===== config.mk =====
export PLATFORM = sky130hd
export DESIGN_NAME = spct_ram
export DESIGN_NICKNAME = d
export VERILOG_FILES = /design/src/rtl/core/spct_ram.sv
export SDC_FILE = /design/constraint.sdc
export NUM_CORES = 1
export LEC_CHECK = 0
export BUFFER_PORTS_ARGS = -buffer_cell sky130_fd_sc_hd__buf_2
export CAP_MARGIN = 20
export CORE_MARGIN = 2
export CORE_UTILIZATION = 50
export DETAILED_ROUTE_END_ITERATION = 7
export GPL_TIMING_DRIVEN = 0
export PLACE_DENSITY = 0.71
export SLEW_MARGIN = 20
export SYNTH_ARGS = -nofsm -noshare
export SYNTH_HDL_FRONTEND = slang
export SYNTH_SLANG_ARGS = --single-unit
export TNS_END_PERCENT = 50

===== constraint.sdc =====
create_clock -name clk -period 12.55 [get_ports clk]
set_clock_uncertainty 0.2 [all_clocks]
set_input_delay 2.51 -clock clk [delete_from_list [all_inputs] [get_ports clk]]
set_output_delay 2.51 -clock clk [all_outputs]
set_load 0.05 [all_outputs]

===== src/rtl/core/spct_ram.sv =====
// generic single-write, single-read ram with registered read data
`default_nettype none
module spct_ram #(
  parameter int unsigned WIDTH = 32,
  parameter int unsigned DEPTH = 16
) (
  input  wire logic                     clk,
  input  wire logic                     we,
  input  wire logic [$clog2(DEPTH)-1:0] waddr,
  input  wire logic [WIDTH-1:0]         wdata,
  input  wire logic [$clog2(DEPTH)-1:0] raddr,
  output logic      [WIDTH-1:0]         rdata
);

  logic [WIDTH-1:0] mem_r [DEPTH];

  // write port and registered read port
  always_ff @(posedge clk) begin
    if (we) begin
      mem_r[waddr] <= wdata;
    end
    rdata <= mem_r[raddr];
  end

endmodule
`default_nettype wire


Yosys cells after proc, flatten, opt, wreduce, memory -nomap -nowiden
Memories as Yosys holds them, arrays and structs flattened. A register that Yosys moved wholly into a read port is not among the register bits.
Index checks and enable logic that the tools add are counted.

storage, ports and cells
  register bits after elaboration = 0
  RAM bits = 512
  memories = 1

memory list
  name   depth  width  read ports  clocked after memory_dff  wr ports  RTL line  RTL
  mem_r  16     32     1           1                         1         15        logic [WIDTH-1:0] mem_r [DEPTH];

operators by class
  multiplexer cells = 2

operators by type and width
  cell               number
  1-bit two-way mux  2

Logic depth before layout (Yosys ltp)
Gate-level depths: netlist of the first run.

  word-level depth = 2
  depth in mapped cells = 5
  mapped depth without buffers = 3

Worst setup path before layout of the first run
OpenSTA, ideal clock, no wires.

  path kind = in2reg
  from = in waddr[2]
  to = mem mem_r[0][0] (enable)
  arrival time = 5.228 ns
  path slack = 6.660 ns
  stages on the path = 2
  path buffers = 0
  cells stage by stage = or3b_2 > nor3_1

RTL lines
  what         RTL line  RTL
  from (decl)  9         input wire logic [$clog2(DEPTH)-1:0] waddr,
  to (decl)    15

No word-level cell before the write port.

Final worst setup path of the first run
  from = in waddr[2]
  to = mem mem_r[0][21] (enable)

No word-level cell before the write port.

==> flow_summary.json, run 1 <==
{
  "synthCells": 838,
  "met1_usage_pct": 31.18,
  "final_cell_mix": "edfxtp_1, mux4_2, buf_2",
  "ff_latch_area_um2": 16020,
  "worstPathRequired_ps": 12620,
  "synth_area_um2": 19850,
  "multi_input_area_um2": 3726,
  "end_kind": "flip-flop",
  "cp_top_family": "simple AND/OR/NAND/NOR gates",
  "period_needed_ps": 4616,
  "ant_nets": 0,
  "die_w_um": 203.3,
  "syn-num-nets": 880,
  "dp_hpwl_um": 26090,
  "routed_wl_um": 43130,
  "rows": 72,
  "post_cts_resized": 0,
  "grt_overflow": 0,
  "rsz0062_at_grt": "false",
  "drv_slew": 0,
  "die_h_um": 203.3,
  "maxCapViolCount": 0,
  "pre_cts_ws_ps": 7391,
  "hold_buffers": 0,
  "worstMarginPinSlew_ps": 923.9,
  "crit_slowest_cell": "nor3_2",
  "cts_tree": "done",
  "initial_core_util_pct": 51.02,
  "crit_chain": "buf_2 > or3b_2 > nor3_2 > buf_4 > buf_6 > buf_4",
  "fmax_mhz": 216.7,
  "place_congestion": 0.7025,
  "path_class": "in -> reg",
  "drt_iter0_drc": 1113,
  "io_pins": 74,
  "cpPeakStageDelay_ps": 700,
  "final-setup-viol-count": 0,
  "cts_max_level": 2,
  "remaining_drc_errors": 0,
  "grt_first_pass_wirelength_um": 63270,
  "path_common_cell": "buf_4",
  "clockBufferDepth": 3,
  "finalCritPeriodShare_pct": 36.78,
  "peakVddDrop_uv": 117.3,
  "hold_path.class": "reg -> reg",
  "numCtsBuffers": 51,
  "grt_pass1_vias": 9656,
  "cts.sinks": 544,
  "p_leak_nw": 7.430,
  "path_clk_slew_ps": 60,
  "timing.critical_path.buf_inv": 4,
  "cp-start-kind": "input pin",
  "p_per_area_nw_per_um2": 161.3,
  "r2r_end": "rdata[22]",
  "die-area_um2": 41320,
  "met3_usage_pct": 4.650,
  "drive_gt1_share_pct": 32.05,
  "clock_latency_ps": 570,
  "num_vias": 9357,
  "grt_max_degree": 19,
  "nNetsFinal": 1038,
  "io_buffers": 71,
  "cp.arrival_ps": 4690,
  "cp-startpoint": "waddr[2]",
  "path_max_fanout": 8,
  "final_common_cell": "edfxtp_1",
  "cts_setup_buffers": 0,
  "status": "finished clean",
  "holdPathEnd": "rdata[4]",
  "synth.avg_cell_area_um2": 23.69,
  "reg2regPathDepth": 3,
  "wire_per_inst_um": 27.74,
  "hold_viol_final": 0,
  "syn2layout_area_growth_pct": 16.14,
  "busiest_layer": "met2",
  "worstHoldStart": "mem_r[10][4]",
  "finalWorstSetupSlack_ps": 7934,
  "grt_usage_pct": 21.30,
  "cts-root-buf": "clkbuf_16",
  "grt_antenna_before_repair": 1,
  "ys_types": 18,
  "first_pass_iters": 5,
  "fillCellCount": 2699,
  "setup-tns-final_ps": 0,
  "vias_per_cell": 6.017,
  "slew_headroom_pct": 38.41,
  "ys_seq_area_share_pct": 80.67,
  "ys_ff_latch": 544,
  "core_um2": 38920,
  "r2r_slack_ps": 10940,
  "met2_usage_pct": 33.26,
  "holdPathStages": 3,
  "ys_warn_count": 0,
  "r2r_start": "mem_r[6][22]"
}
metal layers:
| layer | part of all wire, % | routed length, um |
|---|---|---|
| met5 | 0.030 | 13 |
| met4 | 2.0 | 855 |
| met3 | 8.8 | 3782 |
| met2 | 47 | 20460 |
| met1 | 42 | 18020 |
tightest hold or removal path, cell delays in order (launching register included):
cell      delay (ps)
edfxtp_1         310
mux4_2           220
a22oi_1           80
nand2_1           50
flip-flops by register name, indices dropped and copies added, names as in the netlist:
signal	flops
rdata	32
mem_r	512
power by group:
group          internal (W)  switching [W]  leakage, nW  total (W)
Sequential          0.00203      0.0000104         4.89    0.00204
Combinational     0.0000782       0.000151         1.78   0.000229
Clock              0.000815       0.000634        0.753    0.00145
cells in the mapped netlist:
cell type,number,share of area [%]
edfxtp_1,512,77
mux4_2,128,15
a22oi_1,64,2.4
nand2_1,33,0.62
dfxtp_1,32,3.2
clkbuf_1,17,0.32
nor2_1,13,0.25
buf_4,11,0.42
buf_1,9,0.17
buf_2,4,0.10
nor3_1,4,0.10
buf_6,2,0.11
nand2b_1,2,0.063
nand3b_1,2,0.076
nor2b_1,2,0.063
and2_1,1,0.032
nand3_1,1,0.025
or3b_2,1,0.044
kinds of logic after synthesis:
kind of cell / synth area share, %
and+or+nand+nor: 1.273
muxes: 14.52
DFF: 80.67
AOI/OAI and AO/OA: 2.420
buffers and inverters: 1.122
stage by stage:
stage               hold slack [ps]  total power, W  util, %  cell area [um2]  cells
finish                        475.0        0.003719    59.25            23060   1555
global route                  510.3        0.003820    59.24            23060   1554
CTS                           475.1        0.003740    59.24            23060   1554
detailed placement            454.0        0.002310    55.29            21520   1461
global placement              455.6        0.002295    53.59            20860   1427
floorplan                     434.9        0.002219        -            19850    838
worst max path at each step:
stage	endpoint	slack, ps	depth (start not counted)
floorplan	mem_r[0][0]	6660	2
global placement	mem_r[0][21]	4060	3
detailed placement	mem_r[0][21]	7390	6
CTS	mem_r[0][23]	7960	6
global route	mem_r[0][23]	7910	6
finish	mem_r[0][21]	7930	6
layout make-up:
| type | count | share of cell area [%] |
|---|---|---|
| Tap cell | 518 | 2.811 |
| Timing Repair Buffer | 105 | 3.918 |
| Antenna cell | 1 | 0.01085 |
| Sequential cell | 544 | 69.46 |
| Multi-Input combinational cell | 251 | 16.16 |
| Clock inverter | 17 | 0.5643 |
| Buffer | 43 | 0.9659 |
| Clock buffer | 76 | 6.115 |
Note: power is estimated with default switching activity, not from simulation.
==> inputs of run 2 (changes only) <==
--- a/config.mk
+++ b/config.mk
@@ -11,7 +11,7 @@
 export CORE_UTILIZATION = 50
 export DETAILED_ROUTE_END_ITERATION = 7
 export GPL_TIMING_DRIVEN = 0
-export PLACE_DENSITY = 0.71
+export PLACE_DENSITY = 0.73
 export SLEW_MARGIN = 20
 export SYNTH_ARGS = -nofsm -noshare
 export SYNTH_HDL_FRONTEND = slang
==> constraint.sdc (replaced) <==
create_clock -name clk -period 3.9 [get_ports clk]
set_clock_uncertainty 0.2 [all_clocks]
set_input_delay 0.78 -clock clk [delete_from_list [all_inputs] [get_ports clk]]
set_output_delay 0.78 -clock clk [all_outputs]
set_load 0.05 [all_outputs]
==> flow_summary.json, run 2 (synthesis gave the netlist of run 1 again) <==
{
  "rsz0062_at_grt": "false",
  "path_clk_slew_ps": 60,
  "grt_pass1_vias": 9605,
  "cts-root-buf": "clkbuf_16",
  "slew_headroom_pct": 37.81,
  "dp_hpwl_um": 25280,
  "path_class": "in -> reg",
  "fillCellCount": 2706,
  "r2r_slack_ps": 2300,
  "hold_viol_final": 0,
  "final_common_cell": "edfxtp_1",
  "die-area_um2": 41320,
  "drv_slew": 0,
  "cts_max_level": 2,
  "rows": 72,
  "post_cts_resized": 0,
  "ant_nets": 0,
  "syn2layout_area_growth_pct": 16.52,
  "die_w_um": 203.3,
  "top_register": "mem_r",
  "holdPathStages": 1,
  "clock_latency_ps": 580,
  "setup-tns-final_ps": 0,
  "drive_gt1_share_pct": 32.30,
  "worstPathRequired_ps": 3970,
  "grt_overflow": 0,
  "path_max_fanout": 8,
  "dp.cells": 1457,
  "r2r_start": "mem_r[11][20]",
  "num_vias": 9317,
  "initial_core_util_pct": 51.02,
  "path_common_cell": "buf_4",
  "peakVddDrop_uv": 381.2,
  "grt_max_degree": 20,
  "holdPathEnd": "mem_r[10][15]",
  "vias_per_cell": 5.988,
  "top_regs": "mem_r: 512 flops, rdata: 32 flops",
  "drt_iter0_drc": 1035,
  "finalWorstSetupSlack_ps": 1345,
  "cp-startpoint": "waddr[2]",
  "period_needed_ps": 2555,
  "instances_no_fill": 1556,
  "post-route-util_pct": 59.44,
  "p_per_area_nw_per_um2": 523.0,
  "reg2regPathDepth": 3,
  "wire_per_inst_um": 26.95,
  "clockBufferDepth": 3,
  "remaining_drc_errors": 0,
  "cp-start-kind": "input pin",
  "r2r_end": "rdata[20]",
  "cpPeakStageDelay_ps": 770,
  "p_leak_nw": 7.449,
  "final_cell_mix": "edfxtp_1, mux4_2, buf_2",
  "io_buffers": 71,
  "status": "finished clean",
  "final-setup-viol-count": 0,
  "cts.sinks": 544,
  "routed_wl_um": 41930,
  "crit_chain": "buf_2 > nand3b_1 > nor3_2 > buf_4 > buf_4",
  "placed_area_um2": 21500,
  "place_congestion": 0.7042,
  "grt_antenna_before_repair": 6,
  "numCtsBuffers": 51,
  "io_pins": 74,
  "worstHoldStart": "wdata[15]",
  "fmax_mhz": 391.4,
  "end_kind": "flip-flop",
  "grt_usage_pct": 20.93,
  "worstMarginPinSlew_ps": 932.9,
  "finalCritPeriodShare_pct": 65.52,
  "die_h_um": 203.3,
  "nNetsFinal": 1034,
  "pre_cts_ws_ps": 785.2,
  "cts_tree": "done",
  "crit_slowest_cell": "nor3_2",
  "hold_buffers": 0,
  "core_um2": 38920,
  "grt_first_pass_wirelength_um": 61750,
  "hold_path.class": "in -> reg",
  "largest_reg_flops": 512,
  "cts_setup_buffers": 0,
  "finalInstanceArea_um2": 23130,
  "first_pass_iters": 7,
  "cp.arrival_ps": 2630,
  "maxCapViolCount": 0
}
[run 2: worst max path at each step]
stage | end | slack [ps] | cells after the start
finish | mem_r[8][4] | 1340 | 5
detailed placement | mem_r[8][4] | 790 | 5
global route | mem_r[8][7] | 1340 | 5
floorplan | mem_r[8][0] | 40 | 2
CTS | mem_r[8][8] | 1380 | 5
global placement | mem_r[12][3] | -2610 | 3
[run 2: cell type report]
| cell class | count | area (um2) | area share, % |
|---|---|---|---|
| timing repair buffer | 101 | 877.1 | 3.791 |
| antenna | 4 | 10.01 | 0.04327 |
| clock inverter | 14 | 96.34 | 0.4165 |
| buffer | 43 | 222.7 | 0.9627 |
| clock buffer | 81 | 1531 | 6.620 |
| multi-input combinational | 251 | 3732 | 16.13 |
| sequential | 544 | 16020 | 69.23 |
| tap | 518 | 648.1 | 2.802 |
[run 2: power breakdown]
part	internal (W)	leakage (nW)	switching, W
Combinational	0.000251	1.76	0.000480
Clock	0.00275	0.790	0.00205
Sequential	0.00653	4.89	0.0000332
[run 2: critical path, delay by kind of cell]
kind,cells,cell delay [ps]
simple gates,2,1170
buf+inv,3,670
[run 2: layer usage]
layer | track usage (%) | share of wire, %
met1 | 29.41 | 40
met2 | 33.74 | 50
met3 | 4.650 | 8.9
met4 | 5.448 | 1.6
met5 | 0 | 0.064
[run 2: through the flow]
| stage | hold slack (ps) | total power (W) |
|---|---|---|
| after detailed placement | 454.5 | 0.007427 |
| after floorplan | 434.9 | 0.007141 |
| after global routing | 362.4 | 0.01244 |
| after CTS | 342.6 | 0.01216 |
| final | 370.0 | 0.01210 |
| after global placement | 449.2 | 0.007381 |
